File: src/design/oaht_pkg.sv
// Shared constants, result codes and controller/datapath interface types.
`timescale 1ns / 1ps

package oaht_pkg;

  localparam int TableSlots = 128;
  localparam int SlotW      = $clog2(TableSlots);
  localparam int KeyBytes   = 12;
  localparam int HalfKeyW   = 48;
  localparam int KeyW       = 2 * HalfKeyW;
  localparam int QtyW       = 16;
  localparam int HashW      = 32;
  localparam int StatusW    = 3;
  localparam int ModeW      = 2;
  localparam int HashCycles = KeyBytes / 2;
  localparam int HcntW      = (HashCycles > 1) ? $clog2(HashCycles) : 1;
  localparam int ProbeW     = SlotW + 1;

  localparam logic OpInsert = 1'b0;
  localparam logic OpLookup = 1'b1;

  localparam logic [ModeW-1:0] ModeLinear = 2'd0;
  localparam logic [ModeW-1:0] ModeQuad   = 2'd1;
  localparam logic [ModeW-1:0] ModeDouble = 2'd2;

  localparam logic [StatusW-1:0] StatInserted = 3'd0;
  localparam logic [StatusW-1:0] StatAdded    = 3'd1;
  localparam logic [StatusW-1:0] StatFound    = 3'd2;
  localparam logic [StatusW-1:0] StatNotFound = 3'd3;
  localparam logic [StatusW-1:0] StatFull     = 3'd4;

  typedef struct packed {
    logic load;
    logic hash;
    logic fold;
    logic probe;
    logic finish;
  } dp_cmd_t;

  typedef struct packed {
    logic hash_last;
    logic hit;
    logic exhausted;
  } dp_sts_t;

endpackage

File: src/design/oaht_ctrl.sv
// Sequencing state machine: hash, fold, probe, finish.
`timescale 1ns / 1ps

module oaht_ctrl import oaht_pkg::*; (
  input  logic    clk_i,
  input  logic    rst_ni,
  input  logic    start,
  output logic    busy,
  input  dp_sts_t sts_i,
  output dp_cmd_t cmd_o
);

  typedef enum logic [3:0] {
    StIdle  = 4'b0001,
    StHash  = 4'b0010,
    StFold  = 4'b0100,
    StProbe = 4'b1000
  } state_e;

  state_e state_q, state_d;

  always_comb begin
    state_d = state_q;
    cmd_o   = '0;
    case (state_q)
      StIdle: begin
        if (start) begin
          cmd_o.load = 1'b1;
          state_d    = StHash;
        end
      end
      StHash: begin
        cmd_o.hash = 1'b1;
        if (sts_i.hash_last) begin
          state_d = StFold;
        end
      end
      StFold: begin
        cmd_o.fold = 1'b1;
        state_d    = StProbe;
      end
      StProbe: begin
        cmd_o.probe = 1'b1;
        if (sts_i.hit || sts_i.exhausted) begin
          cmd_o.finish = 1'b1;
          state_d      = StIdle;
        end
      end
      default: begin
        state_d = StIdle;
      end
    endcase
  end

  always_ff @(posedge clk_i or negedge rst_ni) begin
    if (!rst_ni) begin
      state_q <= StIdle;
    end else begin
      state_q <= state_d;
    end
  end

  assign busy = (state_q != StIdle);

endmodule

File: config.mk
export PLATFORM = sky130hd
export DESIGN_NAME = oaht_ctrl
export DESIGN_NICKNAME = d
export VERILOG_FILES = /design/src/design/oaht_pkg.sv /design/src/design/oaht_ctrl.sv
export SDC_FILE = /design/constraint.sdc
export NUM_CORES = 1
export LEC_CHECK = 0
export ABC_AREA = 1
export BUFFER_PORTS_ARGS = -buffer_cell sky130_fd_sc_hd__clkbuf_2
export CAP_MARGIN = 15
export CORE_AREA = 2 2 39 41
export CTS_BUF_LIST = sky130_fd_sc_hd__clkbuf_16
export DETAILED_ROUTE_END_ITERATION = 8
export DIE_AREA = 0 0 41 43
export GPL_ROUTABILITY_DRIVEN = 0
export PLACE_DENSITY = 0.37
export SLEW_MARGIN = 40
export SYNTH_ARGS = -nofsm -noshare
export SYNTH_HDL_FRONTEND = slang
export SYNTH_SLANG_ARGS = --single-unit
File: constraint.sdc
create_clock -name clk_i -period 1.1 [get_ports clk_i]
set_clock_uncertainty 0.15 [all_clocks]
set_input_delay 0.11 -clock clk_i [delete_from_list [all_inputs] [get_ports clk_i]]
set_output_delay 0.11 -clock clk_i [all_outputs]
set_load 0.005 [all_outputs]
; Yosys cells after proc, flatten, opt, wreduce, memory -nomap -nowiden
; Index checks and enable logic that the tools add are counted.
[classes]
reduce_logical = 2
n_mux = 10
n_eq_ne = 8
[ops]
columns = operator, count
row1 = case mux 4 bit (4 select lines), 1
row2 = two-way mux 4 bit, 3
row3 = != test 2 bit (second input constant), 3
row4 = two-way mux 1 bit, 5
row5 = equality test 4 x 1 -> 1 bit (second input constant), 1
row6 = equality test 4 x 2 -> 1 bit (second input constant), 1
row7 = equality test 4 x 3 -> 1 bit (second input constant), 1
row8 = equality test 4 bit (second input constant), 1
row9 = != test 4 x 1 -> 1 bit (second input constant), 1
row10 = AND reduction 3 bit, 1
row11 = two-way mux 2 bit, 1
row12 = logical OR 1 bit, 1
[totals]
elab_cells = 21
regBits = 4
input_bits = 6

; Depth between registers and ports, before layout
; Gate-level depths: netlist of run 1.
[depth]
ltp_word = 3
ltp_mapped = 5
ltp_nobuf = 5

; Least setup slack after synthesis of run 1
; OpenSTA, ideal clock, no wires.
[synth_path]
kind = reg2reg
startpoint = register state_q[0]
endpoint = register state_q[2]
slack_ps = -23
synth_period_minus_slack_ps = 1123
stages_incl_launch_ff = 6
required_time_ps = 832
t_arrival_ps = 855
path_cell_list = dfstp_2 -> inv_1 -> nor2_2 -> nand3_1 -> nand3_1 -> nor2_1
[synth_between]
elab_chain_len = 3
elab_cells_between_ends = 9
[synth_lines]
columns = item, line
row1 = "start, declared", oaht_ctrl.sv:20  ; state_e state_q, state_d;
row2 = "start signal, assigned", oaht_ctrl.sv:57  ; state_q <= StIdle;
row3 = "start signal, assigned", oaht_ctrl.sv:59  ; state_q <= state_d;
row4 = equality test 4 bit (tied with other cells), oaht_ctrl.sv:25  ; case (state_q)
row5 = != test 2 bit (no line), -
row6 = AND reduction 3 bit (no line), -
; Several ways; a longest one is shown, not always the timed one.
; A chain may end at the register's enable or synchronous reset.

==> results of run 1 <==
-- metrics by stage --
stage	hold WS [ps]	utilization	worst slack (ps)
6_report	30.5	0.385	-325
3_3_place_gp	-226	0.234	-116
5_1_grt	57.1	0.385	-380
3_5_place_dp	-230	0.234	-126
2_1_floorplan	-336	-	-22.7
4_1_cts	28.0	0.358	-316
-- layer usage --
metal | up-vias | track usage | wire (microns)
li1 | 152 | - | -
met1 | 136 | 0.117 | 269
met2 | 9 | 0.147 | 416
met3 | 0 | 0.0838 | 51
met4 | 0 | 0.0333 | 0
met5 | - | 0 | 0
-- cells by family after synthesis --
logic type / after synthesis / share of synthesized area
compound gates: 2 / 0.0419
simple gates: 20 / 0.408
buf+inv: 8 / 0.126
flops: 4 / 0.424
-- what timing repair did --
item | CTS | global route
hold buffers | 1 | 0
hold endpoints to repair | 4 | 0
setup endpoints to repair | 9 | 10
cloned | 0 | 0
pin swaps | 3 | 2
gates resized for setup | 10 | 7
buffers inserted | 6 | 2
-- final cells by class --
type / instances / area share
well taps: 16 / 0.0376
clock inverters: 1 / 0.00704
inverters: 8 / 0.0563
clock buffers: 3 / 0.141
flip-flops and latches: 4 / 0.190
multi-input cells: 22 / 0.305
repair buffers: 21 / 0.263
-- worst max-delay path: cells and delay by family (launching register included) --
family | cells | cell delay [ps]
flops | 1 | 540
buf+inv | 2 | 160
simple gates | 3 | 240
-- cells in the mapped netlist --
cell / instances / area share
nand2_2: 1 / 0.026
nand2_1: 4 / 0.063
inv_1: 7 / 0.11
o21ai_1: 2 / 0.042
nand3_1: 5 / 0.10
nor2_1: 6 / 0.094
inv_2: 1 / 0.016
dfrtp_1: 3 / 0.31
nand3_2: 1 / 0.042
dfstp_2: 1 / 0.11
nor2_2: 3 / 0.079
-- cell usage in the layout (no fill, tap or decap), drive strengths merged --
| cell | count |
|---|---|
| dlygate4sd3 | 1 |
| inv | 9 |
| o21ai | 2 |
| dfrtp | 3 |
| buf | 10 |
| nor2 | 9 |
| nand3 | 6 |
| nand2 | 5 |
| clkbuf | 13 |
| dfstp | 1 |
-- power by group --
part / internal [uW] / total, uW / switching, uW
Sequential: 216 / 274 / 58.1
Clock: 469 / 567 / 98.6
Combinational: 422 / 805 / 383
Total: 1110 / 1650 / 540
-- worst paths after layout --
path	startpoint	end	slack (ps)	cells past startpoint
worst max register to register	state_q[0]$_DFFE_PN1P_	state_q[0]$_DFFE_PN1P_	-230	6
worst min-delay path	start	state_q[1]$_DFFE_PN0P_	30	3
worst max-delay path	state_q[0]$_DFFE_PN1P_	cmd_o[4]	-320	5
worst min register to register	state_q[3]$_DFFE_PN0P_	state_q[1]$_DFFE_PN0P_	510	3
max in group asynchronous	rst_ni	state_q[0]$_DFFE_PN1P_	500	2
min in group asynchronous	rst_ni	state_q[3]$_DFFE_PN0P_	80	2
==> impl_metrics.env, run 1 <==
export IMPL_status="finished, violations left"
export IMPL_failed_checks="setup timing"
export IMPL_clk_latency_ps=220
export IMPL_io_pins=12
export IMPL_vdd_drop_max_uv=1870
export IMPL_timing_final_hold_violations=0
export IMPL_worst_pin_slew_ps=192
export IMPL_p_leak_uw=0.000309
export IMPL_pwr_density_cell_mw_per_mm2=3090
export IMPL_multi_input_area_sq_um=163
export IMPL_core_area_sq_mm=0.00138
export IMPL_overflow=0
export IMPL_cts_path_max_buffers=2
export IMPL_antenna_found_initial=0
export IMPL_fillCellCount=148
export IMPL_tritoncts="built"
export IMPL_place_area_sq_um=324
export IMPL_area_growth_pct=123
export IMPL_synth_seq_cells=4
export IMPL_rsz0062_at_grt="yes"
export IMPL_max_slew_margin=0.872
export IMPL_diodes=0
export IMPL_seq_area_frac_synth=0.424
export IMPL_finalSetupViolations=10
export IMPL_cap_viol_max_count=0
export IMPL_worst_path_max_delay_cell="dfstp_2"
export IMPL_tns_ps=-2360
export IMPL_setup_ws_ps=-325
export IMPL_placed_cells=62
export IMPL_drive_gt1_frac=0.695
export IMPL_viasPerCell=3.96
export IMPL_required_ps=840
export IMPL_ys_warn_count=0
export IMPL_htreeDepth=1
export IMPL_cpPeakStageDelay_ps=540
export IMPL_synthesis_area_sq_um=239
export IMPL_die_x_microns=41
export IMPL_top_register="state_q"
export IMPL_cts_buffers=3
export IMPL_arrival_ps=1160
export IMPL_worstSetupStartpointType="register"
export IMPL_largest_reg_flops=4
export IMPL_grt_pass1_vias=266
export IMPL_place_hpwl_microns=425
export IMPL_end_kind="output port"
export IMPL_power_uw=1650
export IMPL_path_cells="inv_2, nor2_4, nand2_2, nor2_2, clkbuf_2"
export IMPL_grt_total_usage=0.105
export IMPL_seq_area_sq_um=101
export IMPL_post_synth_cell_area_avg_sq_um=7.03
export IMPL_drt_first_pass_iters=1
export IMPL_io_buffers=11
export IMPL_cts_root_buf="clkbuf_16"
export IMPL_period_share=1.30
export IMPL_wire_per_inst_microns=9.84
export IMPL_fin_area_sq_um=533
export IMPL_period_needed_ps=1420
export IMPL_cp_max_fo=4
export IMPL_synth_cell_types=11
export IMPL_final_nets=66
export IMPL_grt_first_pass_wirelength_mm=1.17
export IMPL_chipHeight_microns=43
export IMPL_floorplan_rows=14
export IMPL_stdcell_count=75
export IMPL_vias=297
export IMPL_synthCells=34
export IMPL_path_clk_slew_ps=30
export IMPL_drc=0
export IMPL_finalWirelength_microns=738
export IMPL_hp_class="input pin to register"
export IMPL_clock_sink_count=4
export IMPL_biggestRegsByFlops="state_q: 4 flops"
export IMPL_drt_iter0_markers=0
export IMPL_grt_max_degree=5
export IMPL_drv_slew=0
export IMPL_max_freq_mhz=702
export IMPL_crit_type="register to output port"
export IMPL_initial_core_util=0.173
export IMPL_ant_nets=0
export IMPL_synth_nets=40
export IMPL_dieArea_sq_mm=0.00176
Note: power is estimated with default switching activity, not from simulation.
==> run 2: changes to the inputs <==
- TNS_END_PERCENT: unset -> 50
==> impl_metrics.env, run 2 (synthesis gave the netlist of run 1 again) <==
export IMPL_io_pins=12
export IMPL_drt_first_pass_iters=2
export IMPL_antenna_found_initial=0
export IMPL_arrival_ps=1160
export IMPL_grt_total_usage=0.0956
export IMPL_dieArea_sq_mm=0.00176
export IMPL_end_kind="output port"
export IMPL_path_clk_slew_ps=30
export IMPL_largest_reg_flops=4
export IMPL_cp_num_buf_inv=2
export IMPL_setup_ws_ps=-318
export IMPL_floorplan_rows=14
export IMPL_path_cells="inv_2, nor2_4, nand2_2, nor2_1, buf_2"
export IMPL_drt_iter0_markers=3
export IMPL_core_area_sq_mm=0.00138
export IMPL_area_growth_pct=94.2
export IMPL_clock_sink_count=4
export IMPL_status="finished, violations left"
export IMPL_clockPowerShare=0.401
export IMPL_failed_checks="setup timing"
export IMPL_cts_buffers=3
export IMPL_power_uw=1420
export IMPL_final_cell_mix="10 x clkbuf_2, 7 x inv_1, 5 x nor2_1, 5 x buf_4"
export IMPL_max_slew_margin=0.883
export IMPL_drv_slew=0
export IMPL_hp_class="input pin to register"
export IMPL_clk_latency_ps=220
export IMPL_wire_per_inst_microns=8.79
export IMPL_rsz0062_at_grt="yes"
export IMPL_max_freq_mhz=705
export IMPL_period_share=1.29
export IMPL_final_core_util=0.335
export IMPL_worst_hold_slack_ps=21.6
export IMPL_tritoncts="built"
export IMPL_vias=274
export IMPL_worst_path_max_delay_cell="dfstp_2"
export IMPL_regToRegStartpoint="state_q[0]$_DFFE_PN1P_"
export IMPL_drc=0
export IMPL_worst_pin_slew_ps=176
export IMPL_finalSetupViolations=10
export IMPL_final_common_cell="clkbuf_2"
export IMPL_p_sw_uw=441
export IMPL_p_seq_frac=0.200
export IMPL_worstSetupStartpointType="register"
export IMPL_drive_gt1_frac=0.545
export IMPL_p_sw_frac=0.311
export IMPL_overflow=0
export IMPL_io_buffers=11
export IMPL_chipHeight_microns=43
export IMPL_cpPeakStageDelay_ps=530
export IMPL_vdd_drop_max_uv=1770
export IMPL_cts_root_buf="clkbuf_16"
export IMPL_biggestRegsByFlops="state_q: 4 flops"
export IMPL_hp_start="start"
export IMPL_grt_max_degree=5
export IMPL_cp_max_fo=4
export IMPL_top_register="state_q"
export IMPL_place_hpwl_microns=456
export IMPL_timing_final_hold_violations=0
export IMPL_power_internal_uw=979
export IMPL_pwr_density_cell_mw_per_mm2=3060
export IMPL_grt_pass1_vias=245
export IMPL_cpLargestDelayFamily="flip-flops"
export IMPL_viasPerCell=3.86
export IMPL_die_x_microns=41
export IMPL_cts_path_max_buffers=2
export IMPL_cap_viol_max_count=0
export IMPL_combPwrFrac=0.399
export IMPL_period_needed_ps=1420
export IMPL_p_leak_uw=0.000276
export IMPL_crit_path_start="state_q[0]$_DFFE_PN1P_"
export IMPL_ant_nets=0
export IMPL_initial_core_util=0.173
export IMPL_diodes=0
export IMPL_crit_type="register to output port"
export IMPL_final_nets=62
export IMPL_finalWirelength_microns=624
export IMPL_grt_first_pass_wirelength_mm=1.02
export IMPL_required_ps=840
export IMPL_htreeDepth=1
==> run 2: cell types whose count changed in the layout (fill, tap and decap cells not counted), sizes merged <==
cell  change
buf       -4
==> run 2: routing by layer <==
layer / global-route usage / part of all wire / up-vias
met4: 0.0400 / 0 / 0
met5: 0 / 0 / -
met3: 0.0785 / 0.085 / 0
met2: 0.141 / 0.53 / 9
met1: 0.0939 / 0.38 / 121
li1: - / - / 144
==> run 2: power by group through the flow <==
stage / Sequential [uW] / Combinational (uW) / Clock [uW]
floorplan: 254 / 246 / 0
global placement: 260 / 371 / 0
detailed placement: 261 / 370 / 0
CTS: 278 / 527 / 582
global route: 292 / 642 / 597
finish: 283 / 567 / 570
==> run 2: path summary, 6_finish.rpt <==
kind	slack, ps	cells after the start	to
max	-320	5	cmd_o[4]
min	20	3	state_q[1]$_DFFE_PN0P_
max reg2reg	-220	7	state_q[2]$_DFFE_PN0P_
min reg2reg	480	3	state_q[0]$_DFFE_PN1P_
max in group asynchronous	490	2	state_q[0]$_DFFE_PN1P_
min in group asynchronous	90	2	state_q[3]$_DFFE_PN0P_
==> run 2: timing repair <==
item	4_1_cts	5_1_grt
resized for setup	6	2
endpoints found under the hold margin	4	0
buffers inserted	4	1
pin swaps	1	1
endpoints found under the setup margin	9	10
hold buffers	1	0
==> run 2: worst reg2reg max path, cell delays in order, from the launching register on <==
cell and delay, ps:
dfstp_2 530, inv_2 40, nor2_4 90, buf_4 110, buf_4 90, nand3_1 70
nand3_1 80, nor2_1 50
==> run 2: area by class of cell <==
class | count | area, sq um
multi-input cells | 22 | 130
flip-flops and latches | 4 | 103
fillers | 159 | 920
repair buffers | 17 | 103
clock inverters | 1 | 3.75
well taps | 16 | 20.0
clock buffers | 3 | 75.1
inverters | 8 | 30.0
==> run 2: metrics by stage <==
step | area [sq um] | setup WS, ps | setup TNS [ps] | std cells
final | 464 | -318 | -2150 | 71
after detailed placement | 314 | -137 | -619 | 61
after floorplan | 239 | -22.7 | -50.9 | 34
after global routing | 464 | -388 | -2710 | 71
after global placement | 314 | -141 | -599 | 61
after CTS | 455 | -318 | -2190 | 70
